### config.mk
export PLATFORM = sky130hd
export DESIGN_NAME = websocket_frame_deframer
export DESIGN_NICKNAME = d
export VERILOG_FILES = /design/src/rtl/wsdf_pkg.sv /design/src/rtl/websocket_frame_deframer.sv
export VERILOG_INCLUDE_DIRS = /design/src /design/src/rtl
export SDC_FILE = /design/constraint.sdc
export NUM_CORES = 1
export LEC_CHECK = 0
export ABC_AREA = 1
export BUFFER_PORTS_ARGS = -buffer_cell sky130_fd_sc_hd__clkbuf_2
export CORE_ASPECT_RATIO = 1.5
export CORE_MARGIN = 3
export CORE_UTILIZATION = 40
export DETAILED_ROUTE_END_ITERATION = 8
export PLACE_DENSITY = 0.6
export SLEW_MARGIN = 10
export SYNTH_ARGS = -nofsm -noshare
export SYNTH_HDL_FRONTEND = slang
export SYNTH_SLANG_ARGS = --single-unit
export TNS_END_PERCENT = 30
### constraint.sdc
create_clock -name i_clk -period 8.77 [get_ports i_clk]
set_input_delay 0.4385 -clock i_clk [delete_from_list [all_inputs] [get_ports i_clk]]
set_output_delay 0.4385 -clock i_clk [all_outputs]
set_load 0.02 [all_outputs]
### src/rtl/assert_macros.svh
// Assertion macros shared by the RTL files.
`ifndef ASSERT_MACROS_SVH
`define ASSERT_MACROS_SVH
`ifndef SYNTH
`define AST_IMP(lbl, clk, rstn, ante, cons) \
    lbl: assert property (@(posedge clk) disable iff (!rstn) (ante) |-> (cons)) \
        else $error("assertion failed");
`define AST_NEXT(lbl, clk, rstn, ante, cons) \
    lbl: assert property (@(posedge clk) disable iff (!rstn) (ante) |=> (cons)) \
        else $error("assertion failed");
`else
`define AST_IMP(lbl, clk, rstn, ante, cons)
`define AST_NEXT(lbl, clk, rstn, ante, cons)
`endif
`endif

### src/rtl/wsdf_pkg.sv
// Types and constants of the WebSocket frame deframer.
`timescale 1ns / 1ps
package wsdf_pkg;

    localparam int LENGTH_WIDTH_DEF = 24;
    localparam int LEN_W            = 24;

    localparam logic [LEN_W-1:0] MAX_PAYLOAD_RST = LEN_W'(1024 * 1024);
    localparam logic [LEN_W-1:0] CTRL_MAX_LEN    = LEN_W'(125);

    localparam logic [7:0] RSV_MASK  = 8'h70;
    localparam logic [6:0] LEN7_EXT16 = 7'd126;
    localparam logic [6:0] LEN7_EXT64 = 7'd127;
    localparam logic [3:0] OP_CLOSE  = 4'h8;

    typedef enum logic [2:0] {
        PH_HDR0 = 3'd0,
        PH_HDR1 = 3'd1,
        PH_EXT  = 3'd2,
        PH_MASK = 3'd3,
        PH_PAY  = 3'd4
    } t_phase;

    typedef enum logic [1:0] {
        K_HEADER = 2'd0,
        K_DATA   = 2'd1,
        K_ERROR  = 2'd2
    } t_kind;

    typedef enum logic [2:0] {
        E_RSV   = 3'd0,
        E_MSB   = 3'd1,
        E_FRAG  = 3'd2,
        E_CLOSE = 3'd3,
        E_BIG   = 3'd4
    } t_err;

endpackage

### src/rtl/websocket_frame_deframer.sv
// WebSocket frame deframer: header parse, payload unmask, error checks.
// An accepted word passes the input and then the result register; i_stall holds both.
// Throughput: one word per cycle unless stalled; each parse is one pass of short logic.
// Words that complete no result (header, length, mask key bytes) produce no output.
// Synchronous active-low reset: parser expects a first header byte, max_payload = 1 MiB.
`timescale 1ns / 1ps
`include "assert_macros.svh"
module websocket_frame_deframer #(
    parameter int LENGTH_WIDTH = wsdf_pkg::LENGTH_WIDTH_DEF
) (
    input  logic                     i_clk,
    input  logic                     i_rst_n,
    input  logic                     i_valid,
    output logic                     o_stall,
    input  logic [7:0]               i_byte_in,
    input  logic                     i_cfg_valid,
    output logic                     o_cfg_ready,
    input  logic [wsdf_pkg::LEN_W-1:0] i_cfg_max_payload,
    output logic                     o_valid,
    input  logic                     i_stall,
    output logic [1:0]               o_kind,
    output logic                     o_fin_bit,
    output logic [3:0]               o_frame_opcode,
    output logic                     o_was_masked,
    output logic [wsdf_pkg::LEN_W-1:0] o_payload_length,
    output logic [7:0]               o_data_byte,
    output logic [2:0]               o_error_code,
    output logic                     o_last
);
    import wsdf_pkg::*;

    localparam int CMP_W = (LENGTH_WIDTH > LEN_W) ? LENGTH_WIDTH : LEN_W;

    logic [LEN_W-1:0]        r_max;
    logic                    r_in_valid;
    logic [7:0]              r_in_byte;

    t_phase                  r_phase, n_phase;
    logic [2:0]              r_cnt, n_cnt;
    logic                    r_rsv, n_rsv;
    logic [LEN_W-1:0]        r_len, n_len;
    logic                    r_len_hi, n_len_hi;
    logic                    r_top, n_top;
    logic [3:0]              r_opcode, n_opcode;
    logic                    r_fin, n_fin;
    logic                    r_mask, n_mask;
    logic [31:0]             r_key, n_key;
    logic [LENGTH_WIDTH-1:0] r_idx, n_idx;

    logic                    r_out_valid;
    t_kind                   r_kind, n_kind;
    logic                    r_res_fin, n_res_fin;
    logic [3:0]              r_res_op, n_res_op;
    logic                    r_res_mask, n_res_mask;
    logic [LEN_W-1:0]        r_res_len, n_res_len;
    logic [7:0]              r_res_data, n_res_data;
    t_err                    r_res_err, n_res_err;
    logic                    r_res_last, n_res_last;

    logic                    adv;
    logic                    fire;
    logic                    emit;
    logic                    err;
    t_err                    err_code;
    logic                    len_done;
    logic                    hdr_done;
    logic [LEN_W-1:0]        chk_len;
    logic                    chk_hi;
    logic [LEN_W-1:0]        shifted;
    logic                    shift_hi;
    logic [1:0]              key_sel;
    logic [7:0]              key_byte;
    logic [LENGTH_WIDTH-1:0] idx_next;
    logic                    pay_end;

    assign adv         = !(r_out_valid && i_stall);
    assign fire        = r_in_valid && adv;
    assign o_stall     = r_in_valid && !adv;
    assign o_cfg_ready = 1'b1;

    assign shifted  = {r_len[LEN_W-9:0], r_in_byte};
    assign shift_hi = r_len_hi || (r_len[LEN_W-1:LEN_W-8] != 8'd0);
    assign key_sel  = 2'd3 - r_idx[1:0];
    assign key_byte = r_mask ? r_key[{key_sel, 3'b000} +: 8] : 8'd0;
    assign idx_next = r_idx + LENGTH_WIDTH'(1);
    assign pay_end  = CMP_W'(idx_next) >= CMP_W'(r_len);

    always_comb begin
        n_phase    = r_phase;
        n_cnt      = r_cnt;
        n_rsv      = r_rsv;
        n_len      = r_len;
        n_len_hi   = r_len_hi;
        n_top      = r_top;
        n_opcode   = r_opcode;
        n_fin      = r_fin;
        n_mask     = r_mask;
        n_key      = r_key;
        n_idx      = r_idx;
        emit       = 1'b0;
        err        = 1'b0;
        err_code   = E_RSV;
        len_done   = 1'b0;
        hdr_done   = 1'b0;
        chk_len    = r_len;
        chk_hi     = r_len_hi;
        n_kind     = K_HEADER;
        n_res_fin  = 1'b0;
        n_res_op   = 4'd0;
        n_res_mask = 1'b0;
        n_res_len  = '0;
        n_res_data = 8'd0;
        n_res_err  = E_RSV;
        n_res_last = 1'b0;

        case (r_phase)
            PH_HDR0: begin
                n_fin    = r_in_byte[7];
                n_opcode = r_in_byte[3:0];
                n_rsv    = (r_in_byte & RSV_MASK) != 8'd0;
                n_phase  = PH_HDR1;
            end
            PH_HDR1: begin
                if (r_rsv) begin
                    err      = 1'b1;
                    err_code = E_RSV;
                end else begin
                    n_mask   = r_in_byte[7];
                    n_top    = 1'b0;
                    n_len_hi = 1'b0;
                    n_len    = '0;
                    if (r_in_byte[6:0] == LEN7_EXT16) begin
                        n_phase = PH_EXT;
                        n_cnt   = 3'd1;
                    end else if (r_in_byte[6:0] == LEN7_EXT64) begin
                        n_phase = PH_EXT;
                        n_cnt   = 3'd7;
                    end else begin
                        n_len    = LEN_W'(r_in_byte[6:0]);
                        chk_len  = LEN_W'(r_in_byte[6:0]);
                        chk_hi   = 1'b0;
                        len_done = 1'b1;
                    end
                end
            end
            PH_EXT: begin
                n_len    = shifted;
                n_len_hi = shift_hi;
                if (r_cnt == 3'd7) begin
                    n_top = r_in_byte[7];
                end
                if (r_cnt != 3'd0) begin
                    n_cnt = r_cnt - 3'd1;
                end else if (r_top) begin
                    err      = 1'b1;
                    err_code = E_MSB;
                end else begin
                    chk_len  = shifted;
                    chk_hi   = shift_hi;
                    len_done = 1'b1;
                end
            end
            PH_MASK: begin
                n_key = {r_key[23:0], r_in_byte};
                if (r_cnt != 3'd0) begin
                    n_cnt = r_cnt - 3'd1;
                end else begin
                    hdr_done = 1'b1;
                end
            end
            PH_PAY: begin
                emit       = 1'b1;
                n_kind     = K_DATA;
                n_res_fin  = r_fin;
                n_res_op   = r_opcode;
                n_res_mask = r_mask;
                n_res_len  = r_len;
                n_res_data = r_in_byte ^ key_byte;
                n_res_last = pay_end;
                n_idx      = idx_next;
                if (pay_end) begin
                    n_phase = PH_HDR0;
                    n_idx   = '0;
                end
            end
            default: begin
                n_phase = PH_HDR0;
                n_cnt   = 3'd0;
                n_idx   = '0;
            end
        endcase

        if (len_done) begin
            if (!r_fin || (r_opcode[3] && (chk_hi || chk_len > CTRL_MAX_LEN))) begin
                err      = 1'b1;
                err_code = E_FRAG;
            end else if (r_opcode == OP_CLOSE && !chk_hi && chk_len == LEN_W'(1)) begin
                err      = 1'b1;
                err_code = E_CLOSE;
            end else if (n_mask) begin
                n_phase = PH_MASK;
                n_cnt   = 3'd3;
                n_key   = 32'd0;
            end else begin
                hdr_done = 1'b1;
            end
        end

        if (hdr_done) begin
            if (chk_hi || chk_len > r_max) begin
                err      = 1'b1;
                err_code = E_BIG;
            end else begin
                emit       = 1'b1;
                n_kind     = K_HEADER;
                n_res_fin  = r_fin;
                n_res_op   = r_opcode;
                n_res_mask = n_mask;
                n_res_len  = chk_len;
                n_res_last = chk_len == '0;
                n_idx      = '0;
                n_phase    = (chk_len == '0) ? PH_HDR0 : PH_PAY;
            end
        end

        if (err) begin
            emit       = 1'b1;
            n_kind     = K_ERROR;
            n_res_fin  = 1'b0;
            n_res_op   = 4'd0;
            n_res_mask = 1'b0;
            n_res_len  = '0;
            n_res_data = 8'd0;
            n_res_err  = err_code;
            n_res_last = 1'b0;
            n_phase    = PH_HDR0;
            n_cnt      = 3'd0;
            n_rsv      = 1'b0;
            n_len      = '0;
            n_len_hi   = 1'b0;
            n_top      = 1'b0;
            n_mask     = 1'b0;
            n_idx      = '0;
        end
    end

    // config register
    always_ff @(posedge i_clk) begin
        if (!i_rst_n) begin
            r_max <= MAX_PAYLOAD_RST;
        end else if (i_cfg_valid && o_cfg_ready) begin
            r_max <= i_cfg_max_payload;
        end
    end

    // input register
    always_ff @(posedge i_clk) begin
        if (!i_rst_n) begin
            r_in_valid <= 1'b0;
        end else if (adv || !r_in_valid) begin
            r_in_valid <= i_valid;
        end
    end

    always_ff @(posedge i_clk) begin
        if ((adv || !r_in_valid) && i_valid) begin
            r_in_byte <= i_byte_in;
        end
    end

    // parser state
    always_ff @(posedge i_clk) begin
        if (!i_rst_n) begin
            r_phase  <= PH_HDR0;
            r_cnt    <= 3'd0;
            r_rsv    <= 1'b0;
            r_len    <= '0;
            r_len_hi <= 1'b0;
            r_top    <= 1'b0;
            r_opcode <= 4'd0;
            r_fin    <= 1'b0;
            r_mask   <= 1'b0;
            r_key    <= 32'd0;
            r_idx    <= '0;
        end else if (fire) begin
            r_phase  <= n_phase;
            r_cnt    <= n_cnt;
            r_rsv    <= n_rsv;
            r_len    <= n_len;
            r_len_hi <= n_len_hi;
            r_top    <= n_top;
            r_opcode <= n_opcode;
            r_fin    <= n_fin;
            r_mask   <= n_mask;
            r_key    <= n_key;
            r_idx    <= n_idx;
        end
    end

    // result register
    always_ff @(posedge i_clk) begin
        if (!i_rst_n) begin
            r_out_valid <= 1'b0;
        end else if (adv) begin
            r_out_valid <= fire && emit;
        end
    end

    always_ff @(posedge i_clk) begin
        if (fire && emit) begin
            r_kind     <= n_kind;
            r_res_fin  <= n_res_fin;
            r_res_op   <= n_res_op;
            r_res_mask <= n_res_mask;
            r_res_len  <= n_res_len;
            r_res_data <= n_res_data;
            r_res_err  <= n_res_err;
            r_res_last <= n_res_last;
        end
    end

    assign o_valid          = r_out_valid;
    assign o_kind           = r_kind;
    assign o_fin_bit        = r_res_fin;
    assign o_frame_opcode   = r_res_op;
    assign o_was_masked     = r_res_mask;
    assign o_payload_length = r_res_len;
    assign o_data_byte      = r_res_data;
    assign o_error_code     = r_res_err;
    assign o_last           = r_res_last;

    `AST_IMP(a_err_clean, i_clk, i_rst_n, r_out_valid && r_kind == K_ERROR, r_res_len == '0 && r_res_data == 8'd0 && !r_res_last && !r_res_fin)
    `AST_IMP(a_pay_len_fits, i_clk, i_rst_n, r_phase == PH_PAY, !r_len_hi && r_len != '0)
    `AST_IMP(a_pay_idx_below, i_clk, i_rst_n, r_phase == PH_PAY, CMP_W'(r_idx) < CMP_W'(r_len))
    `AST_NEXT(a_hold_result, i_clk, i_rst_n, r_out_valid && i_stall, r_out_valid && $stable(r_kind) && $stable(r_res_data))

endmodule

==> metrics.txt <==
post-synth top area cell=dfxtp_1; share of cells above drive strength 1=9.80%; Setup-failing EPs final=0; Synth-to-Final Area Change=9.81%; final-stage net count=1649; Int Pwr=1.44 mW; starting density of the core=40.9%; FP Rows=73; Synth cell types=46; Gate power share=14.2%; Place WS=2.99 ns; crit end category=flop; vias in the first global route=10000; net switching power figure=0.551 mW; max-cap viol count=0; # diodes=0; Total Wirelength=31700 um; post-CTS sizing=0; CP arrival=6.22 ns; antenna-violating nets left=0; DIE AREA=29300 um^2; mapped cell area=10900 um^2; largest net degree at the start of global routing=89; RSZ-0062 raised after global routing=no; Worst-Margin Slew=1.19 ns; Leakage=5.19 nW; synth top area cells=dfxtp_1 22%, edfxtp_1 14%, a21oi_1 11%; DR iter-0 viols=1007; Fin. Hold Viols=0; Congestion Overflow GR=0; Sequential Power Share=44.4%; routability-driven placement congestion ratio=0.977; fin. max-slew vios=0; Hold WS=0.159 ns; post-route worst setup slack=2.89 ns; Pre-antenna DRT Iters=8; worst reg2reg setup slack=2.89 ns; WP data required=9.11 ns; post-DR wirelength/cell=16.6 um; DRC=0; post-synth net total=1633; period utilization=67.1%; sequential area share after synthesis=36.5%; Post-Syn Instances=1544; antenna violations before repair=0; I/O Pins=84; TritonCTS buffer count=17; commonest non-fill, non-tap cell in the layout=nand2_1; Worst Hold Path Cells=1; Root Buffer=clkbuf_16; Post-CTS Setup Bufs=0; hpwl dp=22900 um; largest fanout on the critical path=47; crit path time final=5.88 ns; Ys Warns=0; area share of the largest cell type after synthesis=22.2%; power per cell area=166 nW/um^2; commonest non-fill, non-tap cells in the layout=261 x nand2_1, 250 x a21oi_1, 169 x inv_1; crit path kind=reg -> reg; # fillers=2778; status=completed; Seq cells post-synth=173; skew final=0.0114 ns; clock latency on the worst-skew pair=0.45 ns; switching share of power=27.7%; IO buf count=82; die width=141 um; CTS tree=done; CORE AREA=26700 um^2; Die H=208 um; vias per cell=5.44; Hold WC Path Type=in -> reg; clock-pin slew of the registers on the worst-case setup and hold paths=0.07 ns; worst-case vdd ir drop=146 uV; GRT Util Overall=21.5%; # hold bufs at CTS=0; clock sink count=173; reg2reg path depth=22; Clock Tree Buf Depth=2; Avg Inst Size Synth=7.06 um^2; Slew headroom=20.5%; Clock power frac=41.4%; Worst Setup Start Kind=flop; f_max=170 MHz; DR vias=10400; first-pass GRT wire length=51000 um; Setup TNS Final=0 ns; CTS H-tree lvls=4
[kinds of logic after synthesis]
logic type / count (synthesis) / share of synthesized area, %
compound gates: 457 / 22.9
xor+xnor: 21 / 1.69
fa+ha+maj: 52 / 5.97
buf+inv: 278 / 10.7
flops: 173 / 36.5
other cells: 1 / 0.0344
simple gates: 562 / 22.2
[through the flow]
step | cells | total power [mW] | utilization (%) | area [um^2]
4_1_cts | 1909 | 2.01 | 44.9 | 12000
6_report | 1909 | 1.99 | 44.9 | 12000
2_1_floorplan | 1544 | 1.10 | - | 10900
5_1_grt | 1909 | 2.08 | 44.9 | 12000
3_3_place_gp | 1878 | 1.18 | 42.5 | 11300
3_5_place_dp | 1878 | 1.18 | 42.5 | 11300
[per-layer routing]
| metal | vias to the layer above | routed length, um | track usage (%) | share of wire (%) |
|---|---|---|---|---|
| li1 | 5246 | - | - | - |
| met1 | 4783 | 12900 | 25.0 | 41 |
| met2 | 279 | 16200 | 37.8 | 51 |
| met3 | 77 | 1450 | 4.00 | 4.6 |
| met4 | 0 | 1160 | 9.80 | 3.7 |
| met5 | - | 0 | 0 | 0 |
[cell usage after synthesis (all sizes together)]
master / instances
or2: 1
buf: 33
ha: 52
o31ai: 1
dfxtp: 121
o21ai: 129
xnor2: 4
o22ai: 8
a211oi: 2
edfxtp: 52
a21boi: 1
a21oi: 250
clkbuf: 60
clkinv: 6
o211ai: 25
or3: 1
conb: 1
a22oi: 23
nor3: 12
nor2: 134
nand3: 128
o221ai: 3
o21a: 4
nand4: 8
inv: 179
nand2: 269
nor4: 6
o311ai: 8
o21bai: 1
a22o: 1
xor2: 17
and2: 3
a31oi: 1
[critical path: stages (launching register included)]
cell      delay (ns)
dfxtp_1         0.36
inv_2           0.44
nand2_2         0.35
nor2_4          0.55
nand2_2         0.31
inv_1           0.23
o22ai_1         0.12
and2_1          0.21
inv_1           0.06
ha_1            0.23
a21oi_1         0.15
o21a_1          0.14
o221ai_1        0.09
a21oi_1         0.21
o21ai_0         0.12
nand2_1         0.07
nand2_1         0.13
nand2_2         0.47
nand3_2         0.86
nand2_1         0.41
nand2_1         0.09
nand2_1         0.07
nor2_1          0.06
[power by group through the flow]
stage                     registers [mW]  clock network (mW)  logic (mW)
after CTS                          0.883               0.843       0.284
after floorplan                    0.894                   0       0.211
after global placement             0.900                   0       0.279
after detailed placement           0.900                   0       0.282
after global routing               0.887               0.874       0.320
final                              0.884               0.824       0.283
[state kept, by name, indices dropped and copies added (netlist names), 2 cells and up]
signal / cells
r_key: 32
o_payload_length: 24
r_idx: 24
r_len: 24
r_max: 24
o_data_byte: 8
r_in_byte: 8
o_frame_opcode: 4
r_opcode: 4
o_error_code: 3
r_cnt: 3
r_phase: 3
o_kind: 2
[final cells by class]
type                    instances  area [um^2]  share of cell area [%]
repair buffers                 90          470                    3.93
flip-flops and latches        173         3980                    33.3
inverters                     185          694                    5.80
clock buffers                  20          468                    3.91
clock inverters                11          164                    1.37
multi-input cells            1093         5770                    48.2
well taps                     337          422                    3.52
[worst paths after layout]
kind,startpoint,to
worst max register to register,r_phase[2],r_len[20]
worst max-delay path,r_phase[2],r_len[20]
worst min register to register,r_max[13],r_max[13]
worst min-delay path,i_byte_in[4],r_in_byte[4]
No activity file was read; power rests on OpenSTA's default activity.
